==> src/rtl/tmc_pkg.sv <==
// ----------------------------------------------------------------------------
// tmc_pkg
// Shared types, register codes and helpers of the tilemap pixel compositor.
// ----------------------------------------------------------------------------
package tmc_pkg;

    localparam int DEF_LAYER_RAM_WORDS = 32768;
    localparam int DEF_TILE_ROM_BYTES  = 524288;
    localparam int DEF_PALETTE_WORDS   = 4096;

    localparam int OUTQ_DEPTH = 8;
    localparam int OUTQ_AW    = $clog2(OUTQ_DEPTH);

    typedef enum logic [1:0] {
        REQ_LRAM   = 2'd0,
        REQ_TILE   = 2'd1,
        REQ_PAL    = 2'd2,
        REQ_SAMPLE = 2'd3
    } req_code_t;

    typedef enum logic [2:0] {
        CFG_BG0_SX  = 3'd0,
        CFG_BG0_SY  = 3'd1,
        CFG_BG1_SX  = 3'd2,
        CFG_BG1_SY  = 3'd3,
        CFG_TXT_SX  = 3'd4,
        CFG_TXT_SY  = 3'd5,
        CFG_VIEW_X  = 3'd6,
        CFG_VIEW_Y  = 3'd7
    } cfg_code_t;

    typedef struct packed {
        logic [1:0]  req_type;
        logic [18:0] address;
        logic [15:0] data;
        logic [8:0]  screen_x;
        logic [8:0]  screen_y;
        logic [15:0] road_pixel;
    } req_item_t;

    typedef struct packed {
        logic [7:0] red;
        logic [7:0] green;
        logic [7:0] blue;
    } pixel_t;

    typedef struct packed {
        logic [8:0] bg0_scroll_x;
        logic [8:0] bg0_scroll_y;
        logic [8:0] bg1_scroll_x;
        logic [8:0] bg1_scroll_y;
        logic [8:0] text_scroll_x;
        logic [8:0] text_scroll_y;
        logic [8:0] view_offset_x;
        logic [8:0] view_offset_y;
    } cfg_t;

    typedef struct packed {
        logic       push;
        logic [1:0] inflight;
    } back_status_t;

    function automatic logic [7:0] expand5(input logic [4:0] v);
        return {v, v[4:2]};
    endfunction

endpackage

==> src/rtl/tmc_front.sv <==
// ----------------------------------------------------------------------------
// tmc_front
// Two-entry input queue; releases a write at once and a sample on credit.
// ----------------------------------------------------------------------------
module tmc_front (
    input  logic              clk,
    input  logic              rst_n,
    input  logic              push,
    output logic              full,
    input  tmc_pkg::req_item_t req,
    input  logic              credit_ok,
    output logic              issue,
    output tmc_pkg::req_item_t issue_item
);
    import tmc_pkg::*;

    req_item_t  q_reg [2];
    logic       rd_ptr_reg, rd_ptr_next;
    logic       wr_ptr_reg, wr_ptr_next;
    logic [1:0] cnt_reg, cnt_next;
    logic       do_push;

    assign full       = (cnt_reg == 2'd2);
    assign do_push    = push && !full;
    assign issue_item = q_reg[rd_ptr_reg];
    assign issue      = (cnt_reg != 2'd0) &&
                        ((issue_item.req_type != REQ_SAMPLE) || credit_ok);

    always_comb
    begin
        rd_ptr_next = issue   ? ~rd_ptr_reg : rd_ptr_reg;
        wr_ptr_next = do_push ? ~wr_ptr_reg : wr_ptr_reg;
        cnt_next    = cnt_reg + {1'b0, do_push} - {1'b0, issue};
    end

    always_ff @(posedge clk or negedge rst_n)
    begin
        if (!rst_n)
        begin
            rd_ptr_reg <= 1'b0;
            wr_ptr_reg <= 1'b0;
            cnt_reg    <= 2'd0;
        end
        else
        begin
            rd_ptr_reg <= rd_ptr_next;
            wr_ptr_reg <= wr_ptr_next;
            cnt_reg    <= cnt_next;
        end
    end

    always_ff @(posedge clk)
    begin
        if (do_push)
            q_reg[wr_ptr_reg] <= req;
    end

endmodule

==> config.mk <==
export PLATFORM = sky130hd
export DESIGN_NAME = tmc_front
export DESIGN_NICKNAME = d
export VERILOG_FILES = /design/src/rtl/tmc_pkg.sv /design/src/rtl/tmc_front.sv
export SDC_FILE = /design/constraint.sdc
export NUM_CORES = 1
export LEC_CHECK = 0
export BUFFER_PORTS_ARGS = -buffer_cell sky130_fd_sc_hd__buf_2
export CAP_MARGIN = 20
export CORE_MARGIN = 1.5
export CORE_UTILIZATION = 47
export DETAILED_ROUTE_END_ITERATION = 8
export PLACE_DENSITY = 0.83
export SLEW_MARGIN = 5
export SYNTH_ARGS = -nofsm -noshare
export SYNTH_HDL_FRONTEND = slang
export SYNTH_SLANG_ARGS = --single-unit
==> constraint.sdc <==
create_clock -name clk -period 4.1 [get_ports clk]
set_clock_uncertainty 0.1 [all_clocks]
set_input_delay 0.82 -clock clk [delete_from_list [all_inputs] [get_ports clk]]
set_output_delay 0.82 -clock clk [all_outputs]
set_load 0.005 [all_outputs]
==> parameters.txt, run 1 <==
Parameter                              Value

Status
  Run status    finished clean

GRT
  Via count of the first global-routing pass    2,832
  Maximum number of pins on one net before global-route repair    76
  Total global routing track utilization    0.151
  Antenna violations before repair    1
  Overall overflow remaining after global route    0
  Wire length of the first global-routing pass    13.1 mm

Timing
  Unrepaired setup endpoints after global routing    false
  Count of endpoints failing setup in the final report    0
  Max-slew violation total from the final report    0
  Final Hold Fails    0
  Worst hold-check slack    0.110 ns
  Remaining max-slew budget at the tightest pin    0.350
  Sum Neg Setup Slack    0 ns
  Pin slew with the least headroom to its limit    0.975 ns
  Fraction of the cycle the final worst path needs    0.733
  Final Critical Period    3.00 ns
  Maximum clock frequency    0.333 GHz

Setup path
  Max Fanout on Critical Path    75
  Register-to-Register Setup Slack    1.68 ns
  Endpoint of the most critical setup path    issue_item[3]
  CP max stage delay    1.05 ns
  Setup crit start kind    flop
  Cell type of the slowest stage on the worst timing path    dfrtp_4
  Critical R2R Launch    rd_ptr_reg$_DFFE_PN0P_
  Worst Setup End Kind    output port
  Setup crit start    rd_ptr_reg$_DFFE_PN0P_
  Endpoint of the worst-slack reg-to-reg timing path    cnt_reg[1]$_DFF_PN0_
  Critical Path, Cell by Cell    mux2_2, buf_2
  Register-to-Register Path Depth    7
  Arrival time reported for the critical path endpoint    2.08 ns
  Worst EP required    3.18 ns
  Kind of critical path    reg -> out

Finish
  Final instance count without filler cells    557
  Fraction of final layout cells with drive strength greater than 1    0.590
  Most common cell after layout, fill and taps aside    buf_2
  Total inserted antenna cells    0
  Number of nets in the finished design    481
  Max FFs per register    142
  Final design area excluding fillers    6810 sq um
  Most frequent cells in the layout    buf_2, edfxtp_1, mux2_2, clkbuf_16, clkinv_1
  Signed area change from the synthesized netlist to the final layout    26.8%

Routing
  WL final    8.84 mm
  Antenna violation net count after detailed routing    0
  Post-detailed-route via-to-cell ratio    4.93
  Per-cell routed wire length    15.9 microns
  Total via count after detailed routing    2,745
  Length of the first detailed-routing pass in iterations    4
  Number of remaining DRC errors    0
  First-iteration detailed-routing DRC count    96

Clock network
  Setup Fix Bufs, Post-CTS    0
  CTS tree    done
  Hold-fix buffers at CTS    0
  Clock transition time at the flip-flop clock pins of the worst setup and hold paths    0.05 ns
  Latest clock arrival within the worst-skew pair    0.40 ns
  Number of levels the H-tree was split into    4
  TritonCTS Sinks    146
  # resized after CTS    0
  Clk root buf    clkbuf_16
  Max clock buf depth    2
  Number of buffers created by CTS    17

Logic synthesis
  Synth area leaders    edfxtp_1, mux2_2, dfrtp_1
  Number of distinct library cells after synthesis    17
  Mapped Avg Cell Area    22.0 sq um
  Fraction of the yosys area taken by sequential cells    0.812
  Cells after Synth    244
  Top-area cell type share of the netlist area    0.794
  Cell type with the largest total area after synthesis    edfxtp_1
  Cell area after synthesis    5370 sq um
  Flip-flop and latch count after synthesis    146
  Ys Warns    0
  Post-synthesis net count    321

Floorplan
  Starting density of the core    0.489
  Horizontal die dimension    110 microns
  Standard cell core area    11,000 sq um
  Total die area    12,100 sq um
  Vertical die dimension    110 microns
  IO Count    148
  Count of standard-cell rows    38

Min path
  Tightest Hold Check Type    in -> async

Flow run
  Max-cap violations    0

Placed design
  Inst Count DP    525
  Placed wire-length estimate after detailed placement    5.52 mm
  Post-place instance area    6240 sq um
  GPL Wtd Cong    0.662
  Port buffer count    147

Power and ir drop
  IR drop worst, VDD    0.000370 V
  Static power due to leakage    2.57 nW
  Power density of the placed cells    712 nW/um^2
  Sum of internal, switching and leakage power    4.85 mW
## synthesized netlist by cell type
master,number
edfxtp_1,142
mux2_2,68
buf_6,6
dfrtp_1,4
mux2_1,3
nor2_1,3
o21ai_0,3
xnor2_1,3
buf_2,2
ha_1,2
inv_1,2
a211oi_2,1
and3_1,1
and3b_1,1
nand2_1,1
nand2b_1,1
nand3b_1,1
## metal layers
metal	vias to the layer above	track usage	wire length, microns
met5	-	0	16
met4	2	0.0649	87
met3	9	0.0658	649
met2	98	0.251	4490
met1	1340	0.170	3590
li1	1296	-	-
## worst min path at each step
stage / startpoint / end / slack [ns] / depth (start not counted)
finish: rst_n / rd_ptr_reg$_DFFE_PN0P_ / 0.11 / 1
global placement: cnt_reg[0]$_DFF_PN0_ / cnt_reg[0]$_DFF_PN0_ / 0.43 / 1
CTS: rst_n / rd_ptr_reg$_DFFE_PN0P_ / 0.1 / 1
global route: rst_n / rd_ptr_reg$_DFFE_PN0P_ / 0.09 / 1
detailed placement: wr_ptr_reg$_DFFE_PN0N_ / wr_ptr_reg$_DFFE_PN0N_ / 0.45 / 1
floorplan: wr_ptr_reg$_DFFE_PN0N_ / wr_ptr_reg$_DFFE_PN0N_ / 0.38 / 1
## cell families (layout without fill, tap and decap cells)
logic type | after synthesis | in the layout | share of synthesized area
buf+inv | 10 | 183 | 0.0158
compound gates | 4 | 4 | 0.00512
xor+xnor | 3 | 3 | 0.00489
fa+ha+maj | 2 | 2 | 0.00466
mux | 71 | 71 | 0.149
simple gates | 8 | 8 | 0.00815
flops | 146 | 146 | 0.812
## critical path: cells and delay by family, from the launching register on
family	cells	cell delay (ns)
mux	1	0.44
flops	1	1.05
buf+inv	1	0.13
## where the power goes
group	internal, mW	switching, mW
Clock	0.940	0.537
Combinational	0.616	0.488
Sequential	2.05	0.218
Total	3.60	1.24
## final cells by class
| type | instances | area [sq um] |
|---|---|---|
| Fill cell | 826 | 4170 |
| Multi-Input combinational cell | 88 | 935 |
| Tap cell | 140 | 175 |
| Clock buffer | 18 | 429 |
| Inverter | 2 | 7.51 |
| Sequential cell | 146 | 4370 |
| Timing Repair Buffer | 149 | 751 |
| Clock inverter | 14 | 145 |
## stage by stage
step	util	worst slack (ns)
floorplan	-	0.810
finish	0.620	1.10
global route	0.620	0.944
CTS	0.620	1.05
detailed placement	0.568	1.50
global placement	0.568	1.50
(Power assumes the default switching activity.)
==> run 2, diff against run 1 <==
Clock period 4.1 ns to 2.45 ns, I/O delays scaled along.
==> parameters.txt, run 2 (synthesis results as in run 1) <==
Parameter                              Value

Status
  Run status    finished clean

Finish
  Final design area excluding fillers    6860 sq um
  Most common cell after layout, fill and taps aside    buf_2
  Number of nets in the finished design    487
  Max FFs per register    142
  Final design utilization    0.625
  Most frequent cells in the layout    buf_2, edfxtp_1, mux2_2, clkbuf_16, buf_4
  Signed area change from the synthesized netlist to the final layout    27.8%
  Total inserted antenna cells    0
  Fill cell count    795
  Fraction of final layout cells with drive strength greater than 1    0.597

Power and ir drop
  Power density of the placed cells    1180 nW/um^2
  Static power due to leakage    2.59 nW
  IR drop worst, VDD    0.000608 V

GRT
  Overall overflow remaining after global route    0
  GR Util met3    0.0557
  Top Usage Layer GRT    met2
  Via count of the first global-routing pass    2,749
  Maximum number of pins on one net before global-route repair    40
  Total global routing track utilization    0.158
  Met2 usage in global routing    0.269
  Met1 Track Usage GR    0.179
  Antenna violations before repair    0
  Wire length of the first global-routing pass    13.6 mm

Setup path
  Worst Setup End Kind    output port
  Max Fanout on Critical Path    38
  Kind of critical path    reg -> out
  Setup crit start kind    flop
  Arrival time reported for the critical path endpoint    1.75 ns
  Worst EP required    1.86 ns

Routing
  First-iteration detailed-routing DRC count    109
  Antenna violation net count after detailed routing    0
  Total via count after detailed routing    2,782
  WL final    9.28 mm
  Post-detailed-route via-to-cell ratio    4.95
  Per-cell routed wire length    16.5 microns
  Number of remaining DRC errors    0
  Length of the first detailed-routing pass in iterations    4

Timing
  Count of endpoints failing setup in the final report    0
  Pin slew with the least headroom to its limit    0.535 ns
  Fraction of the cycle the final worst path needs    0.954
  Sum Neg Setup Slack    0 ns
  Unrepaired setup endpoints after global routing    false
  Remaining max-slew budget at the tightest pin    0.644
  Final Hold Fails    0
  Maximum clock frequency    0.428 GHz
  Final Critical Period    2.34 ns
  Max-slew violation total from the final report    0

Floorplan
  Starting density of the core    0.489
  Total die area    12,100 sq um
  Horizontal die dimension    110 microns
  Standard cell core area    11,000 sq um
  Count of standard-cell rows    38
  IO Count    148
  Vertical die dimension    110 microns

Clock network
  Max clock buf depth    2
  CTS tree    done
  Clk root buf    clkbuf_16
  Clock transition time at the flip-flop clock pins of the worst setup and hold paths    0.06 ns
  TritonCTS Sinks    146
  Latest clock arrival within the worst-skew pair    0.41 ns
  Number of buffers created by CTS    17
  Number of levels the H-tree was split into    4

Flow run
  Max-cap violations    0

Placed design
  Placed wire-length estimate after detailed placement    6.04 mm
  GPL Wtd Cong    0.707
  Port buffer count    147
  Post-place instance area    6290 sq um

Min path
  Tightest Hold Check Type    in -> reg
-- run 2: changes by cell type in the layout (fill, tap and decap cells not counted) --
cell / before / now
buf_12: 0 / 2
clkbuf_1: 1 / 2
buf_6: 0 / 1
bufinv_16: 3 / 2
clkinv_2: 2 / 3
dlygate4sd3_1: 0 / 1
buf_4: 2 / 4
clkinv_4: 0 / 1
clkinv_1: 6 / 3
-- run 2: cell type report --
cell class | count | area [sq um] | share of cell area
Sequential cell | 146 | 4370 | 0.636
Multi-Input combinational cell | 88 | 935 | 0.136
Timing Repair Buffer | 155 | 827 | 0.121
Clock buffer | 19 | 433 | 0.0631
Tap cell | 140 | 175 | 0.0255
Clock inverter | 12 | 118 | 0.0171
Inverter | 2 | 7.51 | 0.00109
-- run 2: through the flow --
stage               instances  power, mW  hold slack [ns]  setup slack [ns]
CTS                       562       8.25            0.153            0.0997
global route              562       8.56            0.149            0.0535
global placement          529       5.74            0.198             0.443
floorplan                 244       4.96           0.0944             0.247
detailed placement        529       5.81            0.202             0.431
finish                    562       8.13            0.167             0.113
-- run 2: what timing repair did --
action                                  4_1_cts  5_1_grt
hold buffers                                  1        0
setup buffers                                 1        0
endpoints found under the setup margin       15        0
resized for setup                             0        0
hold endpoints to repair                      4        0
-- run 2: layer usage --
metal	share of wire	routed length, microns
met1	0.40	3700
met2	0.52	4830
met3	0.065	602
met4	0.016	152
met5	0	0
-- run 2: final timing paths --
check	start	to	slack (ns)	cells past startpoint
worst max-delay path	rd_ptr_reg$_DFFE_PN0P_	issue_item[1]	0.11	3
worst min register to register	cnt_reg[0]$_DFF_PN0_	cnt_reg[0]$_DFF_PN0_	0.45	1
max in group asynchronous	rst_n	rd_ptr_reg$_DFFE_PN0P_	1.77	2
worst max register to register	rd_ptr_reg$_DFFE_PN0P_	cnt_reg[1]$_DFF_PN0_	0.56	7
min in group asynchronous	rst_n	cnt_reg[1]$_DFF_PN0_	0.34	2
worst min-delay path	req[59]	q_reg[1][59]$_DFFE_PP_	0.17	1
-- run 2: worst max-delay path: stages (launching register included) --
cell     delay [ns]
dfrtp_4        0.56
buf_12         0.25
mux2_2         0.37
buf_2          0.13
-- run 2: power by group --
group | switching, mW | internal, mW | total, mW
Clock | 0.908 | 1.47 | 2.38
Combinational | 1.03 | 1.11 | 2.13
Sequential | 0.189 | 3.42 | 3.61
==> run 3, diff against run 2 <==
Settings changed: ABC_AREA from default to 1.
==> parameters.txt, run 3 <==
Parameter                              Value

Setup path
  Worst Setup End Kind    output port
  Max Fanout on Critical Path    28
  Arrival time reported for the critical path endpoint    1.69 ns
  Kind of critical path    reg -> out
  Setup crit start kind    flop
  Worst EP required    1.86 ns

Routing
  Per-cell routed wire length    14.2 microns
  Length of the first detailed-routing pass in iterations    4
  Number of remaining DRC errors    0
  WL final    10.1 mm
  Post-detailed-route via-to-cell ratio    4.74
  Total via count after detailed routing    3,353
  Antenna violation net count after detailed routing    0
  First-iteration detailed-routing DRC count    175

Power and ir drop
  Portion of total power attributed to combinational logic    0.279
  IR drop worst, VDD    0.000573 V
  Power Internal    5.81 mW
  Sum of internal, switching and leakage power    8.41 mW
  Net switching fraction of the power    0.309
  Static power due to leakage    2.97 nW
  Clock share of power    0.289
  Power density of the placed cells    1220 nW/um^2
  Sequential fraction of design power    0.432
  Power spent charging and discharging nets    2.59 mW

Finish
  Most common cell after layout, fill and taps aside    nand2_1
  Max FFs per register    142
  Fill cell count    842
  Signed area change from the synthesized netlist to the final layout    27.9%
  Final design utilization    0.627
  Fraction of final layout cells with drive strength greater than 1    0.345
  Most frequent cells in the layout    nand2_1, buf_2, edfxtp_1, clkbuf_16, clkinvlp_4
  Number of nets in the finished design    632
  Total inserted antenna cells    0

Clock network
  Clk root buf    clkbuf_16
  Max clock buf depth    2
  TritonCTS Sinks    146
  CTS tree    done
  Number of levels the H-tree was split into    4
  Number of buffers created by CTS    17
  Clock transition time at the flip-flop clock pins of the worst setup and hold paths    0.06 ns
  Latest clock arrival within the worst-skew pair    0.40 ns

Timing
  Sum Neg Setup Slack    0 ns
  Unrepaired setup endpoints after global routing    false
  Final Hold Fails    0
  Max-slew violation total from the final report    0
  Fraction of the cycle the final worst path needs    0.930
  Pin slew with the least headroom to its limit    0.563 ns
  Worst hold-check slack    0.172 ns
  Remaining max-slew budget at the tightest pin    0.625
  Count of endpoints failing setup in the final report    0
  Final setup slack of the worst path    0.173 ns
  Final Critical Period    2.28 ns
  Maximum clock frequency    0.439 GHz

Logic synthesis
  Count leader, synth    nand2_1
  Ys Warns    0
  Cell area after synthesis    5380 sq um
  Most numerous cell types in the synthesized netlist    nand2_1, edfxtp_1, buf_2
  Synth area leaders    edfxtp_1, nand2_1, dfrtp_1
  Fraction of the yosys area taken by sequential cells    0.811
  Proportion of register bits with asynchronous set or reset after synthesis    0.0274
  Post-synthesis net count    472
  Main flop type after synthesis    edfxtp_1
  Top-area cell type share of the netlist area    0.792
  Number of distinct library cells after synthesis    17
  Cell type with the largest total area after synthesis    edfxtp_1
  Flip-flop and latch count after synthesis    146
  Mapped Avg Cell Area    13.6 sq um
  Post-synth EDFFs    142
  Cells after Synth    395

GRT
  GR Util met3    0.0641
  Maximum number of pins on one net before global-route repair    43
  Overall overflow remaining after global route    0
  Top Usage Layer GRT    met2
  Total global routing track utilization    0.171
  Wire length of the first global-routing pass    15.0 mm
  Via count of the first global-routing pass    3,181
  Met2 usage in global routing    0.286
  Met1 Track Usage GR    0.210
  Antenna violations before repair    0

Placed design
  Port buffer count    147
  DP Worst Slack    0.439 ns
  Placed wire-length estimate after detailed placement    6.87 mm
  GPL Wtd Cong    0.716

Floorplan
  Vertical die dimension    110 microns
  IO Count    148
  Count of standard-cell rows    38
  Starting density of the core    0.490
  Horizontal die dimension    110 microns
  Total die area    12,100 sq um
  Standard cell core area    11,000 sq um

Flow run
  Max-cap violations    0

Min path
  Tightest Hold Check Type    in -> reg

Status
  Run status    finished clean
[run 3: area by class of cell]
cell class              count  area, sq um  area share
well taps                 140          175      0.0254
multi-input cells         228          923       0.134
clock buffers              18          429      0.0623
clock inverters            14          141      0.0205
inverters                   6         27.5     0.00400
flip-flops and latches    146         4370       0.634
repair buffers            156          821       0.119
[run 3: final timing paths]
path	startpoint	endpoint	slack (ns)	cells after the start
worst max-delay path	rd_ptr_reg$_DFFE_PN0P_	issue_item[64]	0.17	5
worst min-delay path	req[45]	q_reg[0][45]$_DFFE_PP_	0.17	1
worst min register to register	cnt_reg[0]$_DFF_PN0_	cnt_reg[0]$_DFF_PN0_	0.49	1
min in group asynchronous	rst_n	wr_ptr_reg$_DFFE_PN0N_	0.33	2
max in group asynchronous	rst_n	rd_ptr_reg$_DFFE_PN0P_	1.76	2
worst max register to register	rd_ptr_reg$_DFFE_PN0P_	cnt_reg[1]$_DFF_PN0_	0.47	10
[run 3: per-stage QoR]
stage	instance area [sq um]	instances
after floorplan	5390	395
after global placement	6290	675
after detailed placement	6290	675
after CTS	6870	708
after global routing	6890	708
final	6890	708
[run 3: kinds of logic after synthesis]
group / synth area share
simple gates: 0.158
flops: 0.811
buf+inv: 0.0202
xor+xnor: 0.00488
fa+ha+maj: 0.00465
compound gates: 0.00163
[run 3: worst max-delay path, stage by stage (launching register included)]
cell and delay [ns]:
dfrtp_4 0.59, inv_6 0.19, buf_8 0.23, nand2_1 0.08, nand2_1 0.07, buf_2 0.11
[run 3: repair_timing]
item | CTS | global route
setup buffers | 0 | 0
gates resized for setup | 0 | 5
setup endpoints to repair | 0 | 38
hold endpoints to repair | 4 | 0
hold buffers | 1 | 0
[run 3: power groups by stage]
stage / Sequential, mW / Clock, mW / Combinational (mW)
CTS: 3.63 / 2.47 / 2.38
detailed placement: 3.68 / 0 / 2.37
floorplan: 3.61 / 0 / 1.38
global placement: 3.65 / 0 / 2.31
finish: 3.63 / 2.43 / 2.35
global route: 3.68 / 2.59 / 2.67
[run 3: routing by layer]
layer  wire (microns)  vias up  share of wire
met5                0        -              0
met2             4950      117           0.49
li1                 -     1654              -
met3              752        5          0.075
met1             4320     1577           0.43
met4               54        0         0.0054
